<file path="src/hdl/pddf_pkg.sv">
// Shared types and constants for the pointing drift dead-zone filter.
`timescale 1ns / 1ps

package pddf_pkg;

    localparam int MOVE_W   = 16;
    localparam int OFF_W    = 24;
    localparam int DZ_W     = 15;
    localparam int SHIFT_W  = 4;
    localparam int IVAL_W   = 16;
    localparam int BTN_W    = 8;
    localparam int REP_W    = 3;
    localparam int STAMP_W  = 32;
    localparam int CFG_AW   = 3;
    localparam int CFG_DW   = 16;
    localparam int IN_DW    = 72;
    localparam int OUT_DW   = 56;

    localparam logic [DZ_W-1:0]    NOISE_BAND_RST = 15'd20;
    localparam logic [SHIFT_W-1:0] SHIFT_RST      = 4'd4;
    localparam logic [IVAL_W-1:0]  SLOW_RST       = 16'd125;
    localparam logic [IVAL_W-1:0]  FAST_RST       = 16'd5;
    localparam logic [IVAL_W-1:0]  IDLE_RST       = 16'd1500;
    localparam logic [IVAL_W-1:0]  RETRY_RST      = 16'd250;

    typedef enum logic [CFG_AW-1:0] {
        CFG_NOISE_BAND = 3'd0,
        CFG_SHIFT      = 3'd1,
        CFG_SLOW       = 3'd2,
        CFG_FAST       = 3'd3,
        CFG_IDLE       = 3'd4,
        CFG_RETRY      = 3'd5
    } cfg_idx_t;

    // Per-axis filter results handed back to the top level.
    typedef struct packed {
        logic [OFF_W-1:0]         offset_next;
        logic [MOVE_W-1:0]        move;
    } axis_res_t;

endpackage

</file>
<file path="src/hdl/pddf_axis.sv">
// One axis of drift compensation, IIR offset step and dead-zone gate.
`timescale 1ns / 1ps

module pddf_axis
(
    input  logic [pddf_pkg::MOVE_W-1:0]  raw,
    input  logic [pddf_pkg::OFF_W-1:0]   offset,
    input  logic [pddf_pkg::DZ_W-1:0]    noise_band,
    input  logic [pddf_pkg::SHIFT_W-1:0] step_shift,
    input  logic                         upd_en,
    output logic                         quiet_pre,
    output pddf_pkg::axis_res_t          res
);
    import pddf_pkg::*;

    // Subtract the offset rounded to nearest (floor of offset plus one half).
    function automatic logic [MOVE_W-1:0] compensate(input logic [MOVE_W-1:0] r,
                                                     input logic [OFF_W-1:0] off);
        logic [OFF_W:0] t;
        t = {off[OFF_W-1], off} + (OFF_W+1)'(128);
        return r - t[MOVE_W+7:8];
    endfunction

    // Magnitude strictly below the dead zone; full scale reads as 32768.
    function automatic logic in_zone(input logic [MOVE_W-1:0] v,
                                     input logic [DZ_W-1:0] dz);
        logic [MOVE_W-1:0] mag;
        mag = v[MOVE_W-1] ? (~v + 1'b1) : v;
        return mag < {1'b0, dz};
    endfunction

    logic [MOVE_W-1:0]        comp_pre;
    logic [MOVE_W-1:0]        comp_post;
    logic [MOVE_W-1:0]        comp_fin;
    logic signed [OFF_W:0]    diff;
    logic signed [OFF_W:0]    step;
    logic [OFF_W-1:0]         off_upd;

    always_comb
    begin
        comp_pre  = compensate(raw, offset);
        // Step toward raw*256 by diff/2^shift, rounded toward minus infinity.
        diff      = $signed({raw[MOVE_W-1], raw, 8'h00}) - $signed({offset[OFF_W-1], offset});
        step      = diff >>> step_shift;
        off_upd   = offset + step[OFF_W-1:0];
        comp_post = compensate(raw, off_upd);
        comp_fin  = upd_en ? comp_post : comp_pre;

        quiet_pre       = in_zone(comp_pre, noise_band);
        res.offset_next = upd_en ? off_upd : offset;
        res.move        = in_zone(comp_fin, noise_band) ? '0 : comp_fin;
    end

endmodule

</file>
<file path="src/hdl/pointing_drift_deadzone_filter_top.sv">
// Top level of the pointing drift dead-zone filter with stream ports.
`timescale 1ns / 1ps
// A request is held in the input register and then in the result register before it
// is offered on m_tvalid; a stalled receiver can keep it in either stage.
// Throughput: one request per cycle unless m_tready stalls; the offsets, buttons, mode and
// motion stamp update in the same cycle that moves a non-failed read into the result.
// Reset: rst_n clears the valid flags of both stages and the filter state, and loads every
// configuration register with its default (dead zone 20, shift 4, 125/5/1500/250 ms).

module pointing_drift_deadzone_filter_top
#(
    parameter int BUTTON_COUNT = 3,
    parameter int TIME_BITS    = 32
)
(
    input  logic                           clk,
    input  logic                           rst_n,
    // raw_x[15:0], raw_y[31:16], button_byte[39:32], time_ms[71:40]
    input  logic [pddf_pkg::IN_DW-1:0]     s_tdata,
    // read_error[0]
    input  logic                           s_tuser,
    input  logic                           s_tvalid,
    output logic                           s_tready,
    // move_x[15:0], move_y[31:16], motion_seen[32], button_edges[35:33],
    // button_levels[38:36], next_interval_ms[54:39], zero pad[55]
    output logic [pddf_pkg::OUT_DW-1:0]    m_tdata,
    output logic                           m_tvalid,
    input  logic                           m_tready,
    input  logic                           cfg_we,
    input  logic [pddf_pkg::CFG_AW-1:0]    cfg_addr,
    input  logic [pddf_pkg::CFG_DW-1:0]    cfg_wdata
);
    import pddf_pkg::*;

    // Only the low buttons, and at most three, are reported.
    localparam logic [REP_W-1:0] BTN_MASK =
        (BUTTON_COUNT >= REP_W) ? {REP_W{1'b1}} : REP_W'((1 << BUTTON_COUNT) - 1);

    // Configuration registers.
    logic [DZ_W-1:0]    noise_band_reg;
    logic [SHIFT_W-1:0] shift_reg;
    logic [IVAL_W-1:0]  slow_reg;
    logic [IVAL_W-1:0]  fast_reg;
    logic [IVAL_W-1:0]  idle_reg;
    logic [IVAL_W-1:0]  retry_reg;

    // Input stage.
    logic                 in_valid_reg;
    logic [MOVE_W-1:0]    in_x_reg;
    logic [MOVE_W-1:0]    in_y_reg;
    logic [BTN_W-1:0]     in_btn_reg;
    logic [TIME_BITS-1:0] in_now_reg;
    logic                 in_err_reg;

    // Filter state.
    logic [OFF_W-1:0]     x_off_reg,  x_off_next;
    logic [OFF_W-1:0]     y_off_reg,  y_off_next;
    logic [BTN_W-1:0]     last_btn_reg;
    logic                 fast_mode_reg, fast_mode_next;
    logic [TIME_BITS-1:0] last_motion_reg, last_motion_next;

    // Result stage.
    logic                 out_valid_reg;
    logic [OUT_DW-1:0]    out_data_reg, out_data_next;

    logic                 advance;
    logic                 upd_en;
    logic                 moved;
    logic [TIME_BITS-1:0] elapsed;
    logic [IVAL_W-1:0]    ival_sel;
    logic [IVAL_W-1:0]    ival;
    logic [REP_W-1:0]     edges;
    logic [REP_W-1:0]     levels;
    logic                 x_quiet;
    logic                 y_quiet;
    axis_res_t            x_res;
    axis_res_t            y_res;

    // Move the input register into the result register whenever the result slot
    // is free or is being taken; accept a new request into a free or draining stage.
    assign advance  = in_valid_reg && (!out_valid_reg || m_tready);
    assign s_tready = !in_valid_reg || advance;
    assign m_tvalid = out_valid_reg;
    assign m_tdata  = out_data_reg;

    // Configuration writes; indexes past the list are dropped.
    always_ff @(posedge clk or negedge rst_n)
    begin
        if (!rst_n)
        begin
            noise_band_reg <= NOISE_BAND_RST;
            shift_reg      <= SHIFT_RST;
            slow_reg       <= SLOW_RST;
            fast_reg       <= FAST_RST;
            idle_reg       <= IDLE_RST;
            retry_reg      <= RETRY_RST;
        end
        else if (cfg_we)
        begin
            case (cfg_idx_t'(cfg_addr))
                CFG_NOISE_BAND: noise_band_reg <= cfg_wdata[DZ_W-1:0];
                CFG_SHIFT:      shift_reg      <= cfg_wdata[SHIFT_W-1:0];
                CFG_SLOW:       slow_reg       <= cfg_wdata;
                CFG_FAST:       fast_reg       <= cfg_wdata;
                CFG_IDLE:       idle_reg       <= cfg_wdata;
                CFG_RETRY:      retry_reg      <= cfg_wdata;
                default:        ;
            endcase
        end
    end

    // Input stage control.
    always_ff @(posedge clk or negedge rst_n)
    begin
        if (!rst_n)
            in_valid_reg <= 1'b0;
        else if (s_tready)
            in_valid_reg <= s_tvalid;
    end

    // Input stage payload; the timestamp is taken modulo 2^TIME_BITS.
    always_ff @(posedge clk)
    begin
        if (s_tvalid && s_tready)
        begin
            in_x_reg   <= s_tdata[15:0];
            in_y_reg   <= s_tdata[31:16];
            in_btn_reg <= s_tdata[39:32];
            in_now_reg <= TIME_BITS'(s_tdata[71:40]);
            in_err_reg <= s_tuser;
        end
    end

    // Drift gate: slow mode, no button bit at all and both axes quiet.
    assign upd_en = !fast_mode_reg && (in_btn_reg == '0) && x_quiet && y_quiet;

    pddf_axis u_axis_x
    (
        .raw        (in_x_reg),
        .offset     (x_off_reg),
        .noise_band (noise_band_reg),
        .step_shift (shift_reg),
        .upd_en     (upd_en),
        .quiet_pre  (x_quiet),
        .res        (x_res)
    );

    pddf_axis u_axis_y
    (
        .raw        (in_y_reg),
        .offset     (y_off_reg),
        .noise_band (noise_band_reg),
        .step_shift (shift_reg),
        .upd_en     (upd_en),
        .quiet_pre  (y_quiet),
        .res        (y_res)
    );

    always_comb
    begin
        moved   = (x_res.move != '0) || (y_res.move != '0);
        elapsed = in_now_reg - last_motion_reg;

        // Motion enters fast mode; a long quiet spell drops back to slow.
        if (moved)
            fast_mode_next = 1'b1;
        else if (fast_mode_reg && (elapsed > TIME_BITS'(idle_reg)))
            fast_mode_next = 1'b0;
        else
            fast_mode_next = fast_mode_reg;

        last_motion_next = moved ? in_now_reg : last_motion_reg;
        x_off_next       = x_res.offset_next;
        y_off_next       = y_res.offset_next;

        if (in_err_reg)
            ival_sel = retry_reg;
        else if (fast_mode_next)
            ival_sel = fast_reg;
        else
            ival_sel = slow_reg;
        // An interval of zero is reported as one.
        ival = (ival_sel == '0) ? IVAL_W'(1) : ival_sel;

        if (in_err_reg)
        begin
            edges         = '0;
            levels        = last_btn_reg[REP_W-1:0] & BTN_MASK;
            out_data_next = {1'b0, ival, levels, edges, 1'b0, {MOVE_W{1'b0}}, {MOVE_W{1'b0}}};
        end
        else
        begin
            edges         = (in_btn_reg[REP_W-1:0] ^ last_btn_reg[REP_W-1:0]) & BTN_MASK;
            levels        = in_btn_reg[REP_W-1:0] & BTN_MASK;
            out_data_next = {1'b0, ival, levels, edges, moved, y_res.move, x_res.move};
        end
    end

    // Filter state: a failed read leaves all of it untouched.
    always_ff @(posedge clk or negedge rst_n)
    begin
        if (!rst_n)
        begin
            x_off_reg       <= '0;
            y_off_reg       <= '0;
            last_btn_reg    <= '0;
            fast_mode_reg   <= 1'b0;
            last_motion_reg <= '0;
        end
        else if (advance && !in_err_reg)
        begin
            x_off_reg       <= x_off_next;
            y_off_reg       <= y_off_next;
            last_btn_reg    <= in_btn_reg;
            fast_mode_reg   <= fast_mode_next;
            last_motion_reg <= last_motion_next;
        end
    end

    // Result stage control.
    always_ff @(posedge clk or negedge rst_n)
    begin
        if (!rst_n)
            out_valid_reg <= 1'b0;
        else if (advance)
            out_valid_reg <= 1'b1;
        else if (m_tready)
            out_valid_reg <= 1'b0;
    end

    // Result stage payload.
    always_ff @(posedge clk)
    begin
        if (advance)
            out_data_reg <= out_data_next;
    end

    // A failed read must leave the drift offsets and mode alone.
    a_err_holds_state: assert property (@(posedge clk) disable iff (!rst_n)
        (advance && in_err_reg) |=>
            ($stable(x_off_reg) && $stable(y_off_reg) && $stable(fast_mode_reg)))
        else $error("filter state changed on a failed read");

    // Reported motion arms fast mode and stamps the motion time.
    a_motion_fast: assert property (@(posedge clk) disable iff (!rst_n)
        (advance && !in_err_reg && moved) |=>
            (fast_mode_reg && (last_motion_reg == $past(in_now_reg))))
        else $error("motion did not select fast mode");

    // Back-pressure reaches the input only when both stages are full and stalled.
    a_ready_only_full: assert property (@(posedge clk) disable iff (!rst_n)
        !s_tready |-> (in_valid_reg && out_valid_reg && !m_tready))
        else $error("input stalled with room in the pipeline");

    // The drift offsets only move in slow mode.
    a_drift_slow_only: assert property (@(posedge clk) disable iff (!rst_n)
        (advance && fast_mode_reg) |=> ($stable(x_off_reg) && $stable(y_off_reg)))
        else $error("drift offset updated in fast mode");

endmodule

</file>
<file path="config.mk">
export PLATFORM = sky130hd
export DESIGN_NAME = pointing_drift_deadzone_filter_top
export DESIGN_NICKNAME = d
export VERILOG_FILES = /design/src/hdl/pddf_pkg.sv /design/src/hdl/pddf_axis.sv /design/src/hdl/pointing_drift_deadzone_filter_top.sv
export SDC_FILE = /design/constraint.sdc
export NUM_CORES = 1
export LEC_CHECK = 0
export BUFFER_PORTS_ARGS = -buffer_cell sky130_fd_sc_hd__clkbuf_2
export CAP_MARGIN = 15
export CORE_MARGIN = 2
export CORE_UTILIZATION = 63
export CTS_BUF_LIST = sky130_fd_sc_hd__clkbuf_8 sky130_fd_sc_hd__clkbuf_16
export CTS_CLUSTER_DIAMETER = 40
export DETAILED_ROUTE_END_ITERATION = 16
export PLACE_DENSITY_LB_ADDON = 0.08
export SLEW_MARGIN = 20
export SYNTH_ARGS = -nofsm -noshare
export SYNTH_HDL_FRONTEND = slang
export SYNTH_SLANG_ARGS = --single-unit
</file>
<file path="constraint.sdc">
create_clock -name clk -period 14.7 [get_ports clk]
set_clock_uncertainty 0.1 [all_clocks]
set_input_delay 2.205 -clock clk [delete_from_list [all_inputs] [get_ports clk]]
set_output_delay 2.205 -clock clk [all_outputs]
set_load 0.01 [all_outputs]
</file>
==> qor.txt <==
Setup TNS - 0 ns
Htree depth - 2
Worst path top cell family by delay - compound AO/OA/AOI/OAI gates
Pwr/cell area - 172 mW/mm²
First-pass GRT wire length - 123,000 µm
Initial antenna violation count - 1
CP startpoint kind - register
Syn Std Cell Area - 0.0271 mm²
Max reg flops - 55
Worst hold start - in_valid_reg
CP arrival - 13.82 ns
# setup viols final - 0
Worst Hold Depth - 1
Post-CTS setup buffer count - 0
# DRC - 0
Reg-to-Reg End - m_tdata[39]
Peak VDD IR - 0.171 mV
All-Layer GR Usage - 0.346
Clock sink count - 297
First-pass detailed-route iteration total - 5
Synth Instances - 3,019
Hold EP - m_tvalid
Grt ovf - 0
Root buffer cell - clkbuf_16
Cts bufs inserted - 52
Worst-Skew Late Latency - 0.62 ns
Min-delay worst type - register to register
Syn_nets - 3,374
Post-cts resize count - 0
Dpl hpwl - 59,200 µm
Main area contributors after synthesis - edfxtp_1, dfrtp_1, ha_1
Port Buffers - 153
Wire per inst - 20.7 µm
Post-synthesis async set-or-reset flop share - 0.569
Clk buf depth - 3
Leakage Power - 13.1 nW
Critical path type - register to register
Row count - 76
RSZ-0062 raised after global routing - false
Sequential area share after synthesis - 0.299
Share of layout cells above drive strength 1 - 0.158
Worst Path Required - 15.03 ns
Fin. Hold Viols - 0
Largest fanout on the critical path - 17
Sum of buffers and inverters on the critical path - 1
Hold Buf Count CTS - 0
Cell mode on critical path - a21oi_1
R2r setup slk - 1.22 ns
1st-iter DRT viols - 2,053
Post-synth EDFFs - 128
Slew @ Worst Pin - 1.05 ns
Largest area contributor in the netlist - edfxtp_1
Worst setup EP type - register
Worst path max stage delay - 0.85 ns
Post-Route WL - 77,600 µm
Final #Nets - 3,506
Syn Area/Cell - 8.98 µm²
Vias/cell - 6.37
Die area - 0.0447 mm²
Fin crit period - 13.48 ns
Fin. max-slew vios - 0
Most common cell in the netlist - nor2_1
Synth Flop Type - dfrtp_1
CTS tree - built
Core area - 0.0428 mm²
Synth top area share - 0.142
Fmax - 0.0742 GHz
Worst-path clk slew - 0.06 ns
Worst path slowest cell - a21oi_1
Number of max-cap violations - 0
Placer Congestion - 0.999
Total number of vias - 23.8k
Synth Warn # - 0
Final setup margin - 1.22 ns
# diodes - 0
R2R cell count - 51
Dpl ws - 1.56 ns
Critical R2R Launch - in_y_reg[1]
Register bit total from synthesis - 297
Area Overhead vs Synth - 11.2%
Outcome - finished, final reports clean
Max-slew headroom - 0.299
Commonest cells in the netlist - nor2_1, ha_1, nand2_1
Die Wd - 211 µm
Synth cell types - 116
Fill cell count - 3,393
Final design utilization - 0.705
IO Count - 155
Largest net degree at the start of global routing - 75
Final cycle utilization of the critical path - 0.917
Antenna Nets Post-Route - 0
Initial Utilization - 0.634
Die Ht - 211 µm
Vias in the first global route - 23.2k
## cells by family (layout without fill, tap and decap cells)
| kind of cell | after synthesis | count (layout) | share of synthesized area |
|---|---|---|---|
| buffers and inverters | 251 | 427 | 0.0366 |
| DFF | 297 | 297 | 0.299 |
| AOI/OAI and AO/OA | 803 | 803 | 0.196 |
| other | 1 | 1 | 0.000138 |
| xor gates and xnor gates | 242 | 242 | 0.0806 |
| adders and majority gates | 258 | 258 | 0.121 |
| muxes | 229 | 229 | 0.0955 |
| and+or+nand+nor | 938 | 938 | 0.172 |
## stage by stage
stage	cells	area (µm²)	total power [mW]	hold WS, ns
after floorplan	3019	27100	3.20	0.349
after global placement	3642	28400	3.82	0.359
after detailed placement	3642	28400	3.90	0.381
after CTS	3740	30100	5.15	0.402
after global routing	3741	30200	5.54	0.407
final	3741	30200	5.19	0.402
## layout by cell type (no fill, tap or decap), drive strengths merged, types with 134 or more instances in the layout
cell type | Yosys | layout
a21oi | 209 | 209
clkbuf | 71 | 206
dfrtp | 145 | 145
ha | 251 | 251
inv | 154 | 177
mux2 | 134 | 134
nand2 | 235 | 235
nor2 | 269 | 269
o21ai | 190 | 190
xnor2 | 153 | 153
## per-layer routing
metal / vias to the layer above / global-route usage / wire length, µm
met5: - / 0 / 13
met4: 2 / 0.138 / 2960
met3: 167 / 0.0452 / 5060
met2: 849 / 0.551 / 35100
met1: 11400 / 0.478 / 34500
li1: 11400 / - / -
## worst max path at each step
stage	cells after the start	to	from
after CTS	52	m_tdata[39]	y_off_reg[9]
after global routing	53	m_tdata[39]	y_off_reg[9]
after detailed placement	52	m_tdata[39]	y_off_reg[9]
final	51	m_tdata[39]	in_y_reg[1]
after global placement	52	m_tdata[39]	y_off_reg[9]
after floorplan	54	m_tdata[39]	y_off_reg[9]
## layout make-up
class / count / area [µm²] / area share
clock inverters: 44 / 457 / 0.0151
inverters: 154 / 578 / 0.0192
flip-flops and latches: 297 / 8100 / 0.269
clock buffers: 54 / 1330 / 0.0441
multi-input cells: 2471 / 18100 / 0.599
repair buffers: 175 / 957 / 0.0317
well taps: 546 / 683 / 0.0226
## power by group
part	switching, mW	internal [mW]
registers	0.0848	1.03
logic	1.72	1.13
clock network	0.490	0.736
total	2.29	2.90
Note: power is estimated with default switching activity, not from simulation.
